==> config.mk <==
export PLATFORM = sky130hd
export DESIGN_NAME = chat_packet_field_parser_core_flat
export DESIGN_NICKNAME = d
export VERILOG_FILES = /design/src/design/cpfp_pkg.sv /design/src/design/cpfp_if.sv /design/src/design/chat_packet_field_parser_core.sv /design/src/design/cpfp_csr.sv /design/src/design/cpfp_parser.sv /design/src/design/cpfp_rsp_queue.sv /design/src/flat_wrapper.sv
export VERILOG_INCLUDE_DIRS = /design/src /design/src/design
export SDC_FILE = /design/constraint.sdc
export NUM_CORES = 1
export LEC_CHECK = 0
export ABC_AREA = 1
export ABC_CLOCK_PERIOD_IN_PS = 3950
export BUFFER_PORTS_ARGS = -buffer_cell sky130_fd_sc_hd__buf_2
export CAP_MARGIN = 25
export CORE_AREA = 4 4 213 111
export DETAILED_ROUTE_END_ITERATION = 16
export DIE_AREA = 0 0 217 115
export PLACE_DENSITY = 0.67
export SLEW_MARGIN = 40
export SYNTH_ARGS = -nofsm -noshare
export SYNTH_HDL_FRONTEND = slang
export SYNTH_SLANG_ARGS = --single-unit
export TNS_END_PERCENT = 100
==> constraint.sdc <==
create_clock -name clock -period 3.95 [get_ports clock]
set_input_delay 0.1975 -clock clock [delete_from_list [all_inputs] [get_ports clock]]
set_output_delay 0.1975 -clock clock [all_outputs]
set_load 0.005 [all_outputs]
==> src/design/chat_packet_field_parser_core_assert.svh <==
// ---------------------------------------------------------------------------
// Assertion macros for the chat packet field parser
// Concurrent check wrappers; empty when SYNTHESIS is defined.
// ---------------------------------------------------------------------------
`ifndef CHAT_PACKET_FIELD_PARSER_CORE_ASSERT_SVH
`define CHAT_PACKET_FIELD_PARSER_CORE_ASSERT_SVH

`ifndef SYNTHESIS
`define CPFP_ASSERT_SAME(label, clk, rst, ante, cons) \
   label: assert property (@(posedge clk) disable iff (rst) (ante) |-> (cons)) \
      else $error("cpfp check failed");
`define CPFP_ASSERT_NEXT(label, clk, rst, ante, cons) \
   label: assert property (@(posedge clk) disable iff (rst) (ante) |=> (cons)) \
      else $error("cpfp check failed");
`else
`define CPFP_ASSERT_SAME(label, clk, rst, ante, cons)
`define CPFP_ASSERT_NEXT(label, clk, rst, ante, cons)
`endif

`endif

==> src/design/cpfp_pkg.sv <==
// ---------------------------------------------------------------------------
// cpfp_pkg
// Shared types and codes of the chat packet field parser.
// ---------------------------------------------------------------------------
package cpfp_pkg;

   localparam int CSR_DATA_W = 32;
   localparam int CSR_ADDR_W = 3;
   // register index is the byte address over four
   localparam logic CSR_IDX_PACKET_ID = 1'b0;

   localparam int RSP_DEPTH = 4;
   localparam int RSP_PTR_W = $clog2(RSP_DEPTH);
   localparam int RSP_CNT_W = $clog2(RSP_DEPTH + 1);

   localparam logic [1:0] KIND_PLAYER  = 2'd0;
   localparam logic [1:0] KIND_NAME    = 2'd1;
   localparam logic [1:0] KIND_MESSAGE = 2'd2;
   localparam logic [1:0] KIND_VERDICT = 2'd3;

   localparam logic [1:0] STATUS_OK        = 2'd0;
   localparam logic [1:0] STATUS_WRONG_ID  = 2'd1;
   localparam logic [1:0] STATUS_TRUNCATED = 2'd2;

   typedef struct packed {
      logic [1:0]  kind;
      logic [31:0] value;
      logic [1:0]  status;
      logic        last;
   } result_type;

   // results of one byte, in delivery order
   typedef struct packed {
      logic [1:0] count;
      result_type first;
      result_type second;
   } push_type;

   typedef struct packed {
      logic                 room_for_two;
      logic [RSP_CNT_W-1:0] count;
   } queue_status_type;

endpackage

==> src/design/cpfp_if.sv <==
// ---------------------------------------------------------------------------
// cpfp channel interfaces
// Valid/ready channels for packet bytes and for parse results.
// ---------------------------------------------------------------------------
interface cpfp_req_if;
   logic       valid;
   logic       ready;
   logic [7:0] data_byte;
   logic       end_of_packet;

   modport source (output valid, output data_byte, output end_of_packet, input ready);
   modport sink   (input valid, input data_byte, input end_of_packet, output ready);
endinterface

interface cpfp_rsp_if;
   logic        valid;
   logic        ready;
   logic [1:0]  kind;
   logic [31:0] value;
   logic [1:0]  status;
   logic        last;

   modport source (output valid, output kind, output value, output status, output last,
                   input ready);
   modport sink   (input valid, input kind, input value, input status, input last,
                   output ready);
endinterface

==> src/design/chat_packet_field_parser_core.sv <==
// ---------------------------------------------------------------------------
// chat_packet_field_parser_core
// Byte-wise parser of chat packets: identifier check, player id, name, message.
// ---------------------------------------------------------------------------
// Path: a byte accepted into the hold register yields its results at the rsp
//   port through the hold register, parse step, then the result queue head.
// Throughput: one byte per cycle while the result queue has room for two; a
//   final byte with a data item makes two result beats, so output pops bound the sustained rate.
// Reset (synchronous, high): parse state back to identifier high byte,
//   queue emptied, packet_id register cleared to zero.
module chat_packet_field_parser_core
   import cpfp_pkg::*;
(
   input  logic                  clock,
   input  logic                  reset,
   cpfp_req_if.sink              req_bus,
   cpfp_rsp_if.source            rsp_bus,
   input  logic                  psel,
   input  logic                  penable,
   input  logic                  pwrite,
   input  logic [CSR_ADDR_W-1:0] paddr,
   input  logic [CSR_DATA_W-1:0] pwdata,
   output logic [CSR_DATA_W-1:0] prdata,
   output logic                  pready
);

`include "chat_packet_field_parser_core_assert.svh"

   logic [15:0]      packet_id;
   push_type         push;
   queue_status_type q_status;
   result_type       head;
   logic             head_valid;
   logic             req_ready;

   // register block; the user must write config only while the parser is idle; the block does not enforce it
   cpfp_csr u_csr (
      .clock     (clock),
      .reset     (reset),
      .psel      (psel),
      .penable   (penable),
      .pwrite    (pwrite),
      .paddr     (paddr),
      .pwdata    (pwdata),
      .prdata    (prdata),
      .pready    (pready),
      .packet_id (packet_id)
   );

   // hold register plus parse step; steps only when the queue has two free slots
   cpfp_parser u_parser (
      .clock        (clock),
      .reset        (reset),
      .in_valid     (req_bus.valid),
      .in_ready     (req_ready),
      .in_byte      (req_bus.data_byte),
      .in_eop       (req_bus.end_of_packet),
      .packet_id    (packet_id),
      .room_for_two (q_status.room_for_two),
      .push         (push)
   );

   assign req_bus.ready = req_ready;

   // result queue decouples the two sides; a beat waits here for rsp ready
   cpfp_rsp_queue u_queue (
      .clock     (clock),
      .reset     (reset),
      .push      (push),
      .pop       (rsp_bus.ready),
      .out_valid (head_valid),
      .out_item  (head),
      .status    (q_status)
   );

   assign rsp_bus.valid  = head_valid;
   assign rsp_bus.kind   = head.kind;
   assign rsp_bus.value  = head.value;
   assign rsp_bus.status = head.status;
   assign rsp_bus.last   = head.last;

   // queue fill never runs past its depth
   `CPFP_ASSERT_SAME(a_queue_bound, clock, reset, 1'b1, q_status.count <= RSP_CNT_W'(RSP_DEPTH))
   // anything pushed shows up at the rsp port next cycle
   `CPFP_ASSERT_NEXT(a_push_visible, clock, reset, push.count != 2'd0, rsp_bus.valid)
   // the closing beat is always a verdict
   `CPFP_ASSERT_SAME(a_last_verdict, clock, reset, rsp_bus.valid && rsp_bus.last,
                     rsp_bus.kind == KIND_VERDICT)
   // a pair of results is always data item then verdict
   `CPFP_ASSERT_SAME(a_pair_order, clock, reset, push.count == 2'd2,
                     !push.first.last && push.second.last)

endmodule

==> src/design/cpfp_csr.sv <==
// ---------------------------------------------------------------------------
// cpfp_csr
// APB-style register holding the chat packet identifier.
// ---------------------------------------------------------------------------
module cpfp_csr
   import cpfp_pkg::*;
(
   input  logic                  clock,
   input  logic                  reset,
   input  logic                  psel,
   input  logic                  penable,
   input  logic                  pwrite,
   input  logic [CSR_ADDR_W-1:0] paddr,
   input  logic [CSR_DATA_W-1:0] pwdata,
   output logic [CSR_DATA_W-1:0] prdata,
   output logic                  pready,
   output logic [15:0]           packet_id
);

   logic [15:0] packet_id_ff;
   logic [15:0] packet_id_in;
   logic        sel_id;

   assign sel_id = (paddr[CSR_ADDR_W-1] == CSR_IDX_PACKET_ID);
   assign pready = 1'b1;

   always_comb begin
      packet_id_in = packet_id_ff;
      if (psel && penable && pwrite && sel_id) begin
         packet_id_in = pwdata[15:0];
      end
   end

   always_ff @(posedge clock) begin
      if (reset) begin
         packet_id_ff <= '0;
      end else begin
         packet_id_ff <= packet_id_in;
      end
   end

   assign prdata    = sel_id ? {{(CSR_DATA_W-16){1'b0}}, packet_id_ff} : '0;
   assign packet_id = packet_id_ff;

endmodule

==> src/design/cpfp_parser.sv <==
// ---------------------------------------------------------------------------
// cpfp_parser
// Input register and field parse step; emits up to two results per byte.
// ---------------------------------------------------------------------------
module cpfp_parser
   import cpfp_pkg::*;
(
   input  logic        clock,
   input  logic        reset,
   input  logic        in_valid,
   output logic        in_ready,
   input  logic [7:0]  in_byte,
   input  logic        in_eop,
   input  logic [15:0] packet_id,
   input  logic        room_for_two,
   output push_type    push
);

   typedef enum logic [2:0] {
      PH_ID_HI, PH_ID_LO, PH_PLAYER, PH_NAME_LEN,
      PH_NAME, PH_MLEN_HI, PH_MLEN_LO, PH_MESSAGE
   } phase_type;

   logic        hold_valid_ff, hold_valid_in;
   logic [7:0]  hold_byte_ff, hold_byte_in;
   logic        hold_eop_ff, hold_eop_in;

   phase_type   phase_ff, phase_in;
   logic [15:0] remaining_ff, remaining_in;
   logic [31:0] assembly_ff, assembly_in;
   logic        failed_ff, failed_in;

   logic        fire;
   logic        accept;
   logic        item_valid;
   result_type  item;
   result_type  verdict;

   assign fire     = hold_valid_ff && room_for_two;
   assign in_ready = !hold_valid_ff || room_for_two;
   assign accept   = in_valid && in_ready;

   always_comb begin
      hold_valid_in = fire ? 1'b0 : hold_valid_ff;
      hold_byte_in  = hold_byte_ff;
      hold_eop_in   = hold_eop_ff;
      if (accept) begin
         hold_valid_in = 1'b1;
         hold_byte_in  = in_byte;
         hold_eop_in   = in_eop;
      end
   end

   always_comb begin
      logic [7:0] b;
      b            = hold_byte_ff;
      phase_in     = phase_ff;
      remaining_in = remaining_ff;
      assembly_in  = assembly_ff;
      failed_in    = failed_ff;
      item_valid   = 1'b0;
      item         = '{kind: KIND_PLAYER, value: 32'd0, status: STATUS_OK, last: 1'b0};
      if (!failed_ff) begin
         case (phase_ff)
            PH_ID_HI: begin
               assembly_in = {24'd0, b};
               phase_in    = PH_ID_LO;
            end
            PH_ID_LO: begin
               if ({assembly_ff[7:0], b} != packet_id) begin
                  failed_in = 1'b1;
               end else begin
                  assembly_in  = '0;
                  remaining_in = 16'd4;
                  phase_in     = PH_PLAYER;
               end
            end
            PH_PLAYER: begin
               assembly_in  = {assembly_ff[23:0], b};
               remaining_in = remaining_ff - 16'd1;
               if (remaining_ff == 16'd1) begin
                  item_valid = 1'b1;
                  item.kind  = KIND_PLAYER;
                  item.value = {assembly_ff[23:0], b};
                  phase_in   = PH_NAME_LEN;
               end
            end
            PH_NAME_LEN: begin
               remaining_in = {8'd0, b};
               phase_in     = (b == 8'd0) ? PH_MLEN_HI : PH_NAME;
            end
            PH_NAME: begin
               item_valid   = 1'b1;
               item.kind    = KIND_NAME;
               item.value   = {24'd0, b};
               remaining_in = remaining_ff - 16'd1;
               if (remaining_ff == 16'd1) begin
                  phase_in = PH_MLEN_HI;
               end
            end
            PH_MLEN_HI: begin
               assembly_in = {24'd0, b};
               phase_in    = PH_MLEN_LO;
            end
            PH_MLEN_LO: begin
               remaining_in = {assembly_ff[7:0], b};
               phase_in     = PH_MESSAGE;
            end
            PH_MESSAGE: begin
               if (remaining_ff != 16'd0) begin
                  item_valid   = 1'b1;
                  item.kind    = KIND_MESSAGE;
                  item.value   = {24'd0, b};
                  remaining_in = remaining_ff - 16'd1;
               end
            end
            default: begin
               phase_in = PH_ID_HI;
            end
         endcase
      end

      // verdict looks at the state after this byte
      verdict = '{kind: KIND_VERDICT, value: 32'd0, status: STATUS_TRUNCATED, last: 1'b1};
      if (failed_in) begin
         verdict.status = STATUS_WRONG_ID;
      end else if (phase_in == PH_MESSAGE && remaining_in == 16'd0) begin
         verdict.status = STATUS_OK;
      end

      push.count  = 2'd0;
      push.first  = item;
      push.second = verdict;
      if (fire) begin
         if (item_valid) begin
            push.count = hold_eop_ff ? 2'd2 : 2'd1;
         end else if (hold_eop_ff) begin
            push.count = 2'd1;
            push.first = verdict;
         end
      end

      if (!fire) begin
         phase_in     = phase_ff;
         remaining_in = remaining_ff;
         assembly_in  = assembly_ff;
         failed_in    = failed_ff;
      end else if (hold_eop_ff) begin
         phase_in     = PH_ID_HI;
         remaining_in = '0;
         assembly_in  = '0;
         failed_in    = 1'b0;
      end
   end

   always_ff @(posedge clock) begin
      if (reset) begin
         hold_valid_ff <= 1'b0;
         phase_ff      <= PH_ID_HI;
         remaining_ff  <= '0;
         assembly_ff   <= '0;
         failed_ff     <= 1'b0;
      end else begin
         hold_valid_ff <= hold_valid_in;
         phase_ff      <= phase_in;
         remaining_ff  <= remaining_in;
         assembly_ff   <= assembly_in;
         failed_ff     <= failed_in;
      end
      hold_byte_ff <= hold_byte_in;
      hold_eop_ff  <= hold_eop_in;
   end

endmodule

==> src/design/cpfp_rsp_queue.sv <==
// ---------------------------------------------------------------------------
// cpfp_rsp_queue
// Small result queue: up to two pushes and one pop per cycle.
// ---------------------------------------------------------------------------
module cpfp_rsp_queue
   import cpfp_pkg::*;
(
   input  logic             clock,
   input  logic             reset,
   input  push_type         push,
   input  logic             pop,
   output logic             out_valid,
   output result_type       out_item,
   output queue_status_type status
);

   result_type           slot_ff [RSP_DEPTH];
   logic [RSP_PTR_W-1:0] wr_ptr_ff, wr_ptr_in;
   logic [RSP_PTR_W-1:0] rd_ptr_ff, rd_ptr_in;
   logic [RSP_CNT_W-1:0] count_ff, count_in;
   logic                 do_pop;
   logic [RSP_PTR_W-1:0] wr_next;

   assign out_valid = (count_ff != '0);
   assign out_item  = slot_ff[rd_ptr_ff];
   assign do_pop    = pop && out_valid;
   assign wr_next   = wr_ptr_ff + RSP_PTR_W'(1);

   assign status.room_for_two = (count_ff <= RSP_CNT_W'(RSP_DEPTH - 2));
   assign status.count        = count_ff;

   always_comb begin
      wr_ptr_in = wr_ptr_ff + RSP_PTR_W'(push.count);
      rd_ptr_in = do_pop ? rd_ptr_ff + RSP_PTR_W'(1) : rd_ptr_ff;
      count_in  = count_ff + RSP_CNT_W'(push.count) - RSP_CNT_W'(do_pop);
   end

   always_ff @(posedge clock) begin
      if (reset) begin
         wr_ptr_ff <= '0;
         rd_ptr_ff <= '0;
         count_ff  <= '0;
      end else begin
         wr_ptr_ff <= wr_ptr_in;
         rd_ptr_ff <= rd_ptr_in;
         count_ff  <= count_in;
      end
      if (push.count != 2'd0) begin
         slot_ff[wr_ptr_ff] <= push.first;
      end
      if (push.count == 2'd2) begin
         slot_ff[wr_next] <= push.second;
      end
   end

endmodule

==> src/flat_wrapper.sv <==
// flat-port wrapper written by rule: the top's interface ports become plain ports
module chat_packet_field_parser_core_flat import cpfp_pkg::*;
  (clock, reset, psel, penable, pwrite, paddr, pwdata, prdata, pready, req_bus_valid, req_bus_data_byte, req_bus_end_of_packet, req_bus_ready, rsp_bus_valid, rsp_bus_kind, rsp_bus_value, rsp_bus_status, rsp_bus_last, rsp_bus_ready);
  cpfp_req_if req_bus_i ();
  cpfp_rsp_if rsp_bus_i ();
  input  logic clock;
  input  logic reset;
  input  logic psel;
  input  logic penable;
  input  logic pwrite;
  input  logic [CSR_ADDR_W-1:0] paddr;
  input  logic [CSR_DATA_W-1:0] pwdata;
  output logic [CSR_DATA_W-1:0] prdata;
  output logic pready;
  input wire logic [$bits(req_bus_i.valid)-1:0] req_bus_valid;
  input wire logic [$bits(req_bus_i.data_byte)-1:0] req_bus_data_byte;
  input wire logic [$bits(req_bus_i.end_of_packet)-1:0] req_bus_end_of_packet;
  output wire logic [$bits(req_bus_i.ready)-1:0] req_bus_ready;
  output wire logic [$bits(rsp_bus_i.valid)-1:0] rsp_bus_valid;
  output wire logic [$bits(rsp_bus_i.kind)-1:0] rsp_bus_kind;
  output wire logic [$bits(rsp_bus_i.value)-1:0] rsp_bus_value;
  output wire logic [$bits(rsp_bus_i.status)-1:0] rsp_bus_status;
  output wire logic [$bits(rsp_bus_i.last)-1:0] rsp_bus_last;
  input wire logic [$bits(rsp_bus_i.ready)-1:0] rsp_bus_ready;
  assign req_bus_i.valid = req_bus_valid;
  assign req_bus_i.data_byte = req_bus_data_byte;
  assign req_bus_i.end_of_packet = req_bus_end_of_packet;
  assign req_bus_ready = req_bus_i.ready;
  assign rsp_bus_valid = rsp_bus_i.valid;
  assign rsp_bus_kind = rsp_bus_i.kind;
  assign rsp_bus_value = rsp_bus_i.value;
  assign rsp_bus_status = rsp_bus_i.status;
  assign rsp_bus_last = rsp_bus_i.last;
  assign rsp_bus_i.ready = rsp_bus_ready;
  chat_packet_field_parser_core u_core (.clock(clock), .reset(reset), .req_bus(req_bus_i), .rsp_bus(rsp_bus_i), .psel(psel), .penable(penable), .pwrite(pwrite), .paddr(paddr), .pwdata(pwdata), .prdata(prdata), .pready(pready));
endmodule
==> qor.yml <==
grt_pass1_wl_mm: 48.3
cp.arrival_ps: 3920
start_util_pct: 47.8
die_area_sq_um: 25000
rsz0062_at_grt: "false"
drive_gt1_share_pct: 12.0
criticalPathCategory: "flip-flop to flip-flop"
grt_overflow_total: 0
status: "finished with violations"
clock_tree.root_cell: "clkbuf_16"
cp_common_cell: "nand2_1"
yosys-top-cells-count: "nand2_1, dfxtp_1, nor2_1"
grt_max_degree: 75
rows: 38
yosys_register_bits: 227
crit_slowest_cell: "inv_2"
power_leakage_nw: 4.85
die_x_um: 217
period_share_pct: 88.0
cp.required_ps: 4390
fillCellCount: 2079
syn_inst: 1464
synthArstFlopShare_pct: 0
setup-tns-final_ps: 0
cts.path.max_buffers: 3
cp_cell_sequence: "inv_1, ha_1, nand2_2, nor2_4, nand2_4, nand2_2, o211ai_1, nand2_1, clkinv_1, ha_1, nand2_1, nand2_1, inv_2, nor3_1, inv_2, nand2_2, inv_2, nand2_1, o21ai_1"
ant_nets: 0
cpPeakStageDelay_ps: 600
post_cts_buffers: 0
grt.total_usage_pct: 23.8
skew_ps: 19.6
core_sq_um: 21600
clk_latency_ps: 510
clk_pin_slew_worst_paths_ps: 60
dieHeight_um: 115
synth_edf_count: 17
vias: 10050
num_antenna_cells: 0
critPathLaunchType: "flip-flop"
wl_per_cell_um: 16.4
syn-cell-area_sq_um: 10300
cts_made_buffers: 22
antenna_found_initial: 1
io_buffers: 87
yosysMostFrequentCell: "nand2_1"
vdd_drop_max_uv: 264
synthFlopType: "dfxtp_1"
grt_pass1_vias: 9310
drt_first_pass_iters: 6
drtIter0Drc: 965
cap_violations: 0
wl_mm: 30.3
seq_area_sq_um: 4720
nNetsFinal: 1593
netlist.area_leader.share_pct: 40.7
violations: "hold timing"
yosys_warnings: 0
powerDensity_nw_per_um2: 493
ys_top_cells_by_area: "dfxtp_1, nand2_1, o21ai_0"
yosysTopAreaCell: "dfxtp_1"
clkSinkCount: 227
cts_max_level: 1
hold_ws_ps: -0.0394
tightest_slew_ps: 858
synth.avg_cell_area_sq_um: 7.05
yosysSeqAreaShare_pct: 45.7
relSlewSlack_pct: 42.5
post-route-min-period_ps: 3480
io_pins: 123
critical_path_buf_inv_count: 5
hp-class: "input pin to flip-flop"
multi_input_area_sq_um: 4830
synth_cell_types: 39
crit_fanout: 32
detailed_place_hpwl_mm: 19.5
drcViolationCount: 0
cts_tree: "built"
fmax_mhz: 288
crit_family: "simple AND/OR/NAND/NOR gates"
syn_to_final_growth_pct: 14.1
setup_viol: 0
finalHoldViolations: 1
place.gp.congestion: 0.939
critPathCaptureType: "flip-flop"
via_per_inst: 5.44
maxSlewViolCount: 0
## routing by layer
metal | up-vias | wire length [um] | part of all wire [%] | GRT usage, %
li1 | 4918 | - | - | -
met1 | 4740 | 13900 | 46 | 32.4
met2 | 328 | 13500 | 44 | 38.9
met3 | 62 | 2130 | 7.0 | 4.57
met4 | 2 | 843 | 2.8 | 6.99
met5 | - | 16 | 0.053 | 0
## layout make-up
cell class / instances / share of cell area [%]
clock buffer: 35 / 5.51
timing repair buffer: 121 / 6.31
multi-input combinational: 1054 / 41.0
clock inverter: 4 / 0.510
tap: 300 / 3.19
sequential: 227 / 40.0
inverter: 107 / 3.43
## metrics by stage
| step | std cells | setup slack [ps] | utilization (%) | power, mW | cell area [sq um] |
|---|---|---|---|---|---|
| floorplan | 1479 | 966 | - | 3.33 | 10400 |
| global placement | 1787 | 492 | 50.2 | 3.73 | 10800 |
| detailed placement | 1788 | 431 | 50.3 | 3.75 | 10900 |
| CTS | 1848 | 410 | 54.5 | 5.83 | 11800 |
| global route | 1848 | 111 | 54.6 | 6.09 | 11800 |
| finish | 1848 | 474 | 54.6 | 5.81 | 11800 |
## cells by family after synthesis
group           Yosys count  share of synthesized area [%]
compound gates          378                           19.3
xor+xnor                  6                          0.509
fa+ha+maj                 9                           1.16
buf+inv                 198                           8.18
flops                   227                           45.7
other cells               2                         0.0728
simple gates            644                           25.1
## worst register-to-register path, delay by kind of cell (launching register included)
kind,cells,cell delay [ps]
AO/OA/AOI/OAI,2,210
adder cells (fa/ha/maj),2,500
buffers and inverters,5,1100
flip-flops,1,340
AND/OR/NAND/NOR,10,1270
## sequential cells by signal, indices dropped and copies added (netlist names), named ones only
register,count
u_core.u_csr.packet_id,16
u_core.u_parser.hold_valid_ff,1
u_core.u_queue.rd_ptr_ff,2
u_core.u_queue.count_ff,3
u_core.u_parser.hold_byte_ff,8
u_core.u_queue.wr_ptr_ff,2
u_core.u_parser.phase_ff,3
u_core.u_parser.failed_ff,1
u_core.u_parser.assembly_ff,24
u_core.u_parser.hold_eop_ff,1
u_core.u_queue.slot_ff,148
u_core.u_parser.remaining_ff,16
## worst paths after layout
check	startpoint	to	slack (ps)	cells past startpoint
max	u_core.u_parser.remaining_ff[0]	u_core.u_queue.slot_ff[2][22]	470	19
min	pwdata[2]	u_core.u_csr.packet_id[2]	-0.04	3
max reg2reg	u_core.u_parser.remaining_ff[0]	u_core.u_queue.slot_ff[2][22]	470	19
min reg2reg	u_core.u_queue.slot_ff[1][20]	u_core.u_queue.slot_ff[1][20]	450	2
## placed cells by master, fill, tap and decap left out, types with 2 or more instances in the layout
master and n:
clkbuf_16 22, nand4_1 9, o21ai_1 102, nor3_1 9
nor2_4 2, nor2_1 184, nand2_2 10, a21oi_1 62
o21bai_1 3, edfxtp_1 17, clkinv_1 2, o21ai_0 151
nor2_2 6, conb_1 17, o22ai_1 53, nor4_1 4
buf_4 13, nand2_1 376, xnor2_1 2, ha_1 8
dfxtp_1 209, clkbuf_1 8, inv_1 75, dlygate4sd3_1 21
xor2_1 4, buf_2 87, inv_2 29, clkbuf_8 5
nand3b_1 3, nand3_1 37
## timing repair
action / 4_1_cts / 5_1_grt
resized for setup: 0 / 2
hold buffers: 21 / 0
hold endpoints to repair: 21 / 0
setup endpoints to repair: 0 / 2
## power breakdown
| group | switching [mW] | internal [mW] |
|---|---|---|
| clock | 0.889 | 1.20 |
| sequential | 0.111 | 2.44 |
| combinational | 0.752 | 0.418 |
(Power assumes the default switching activity.)
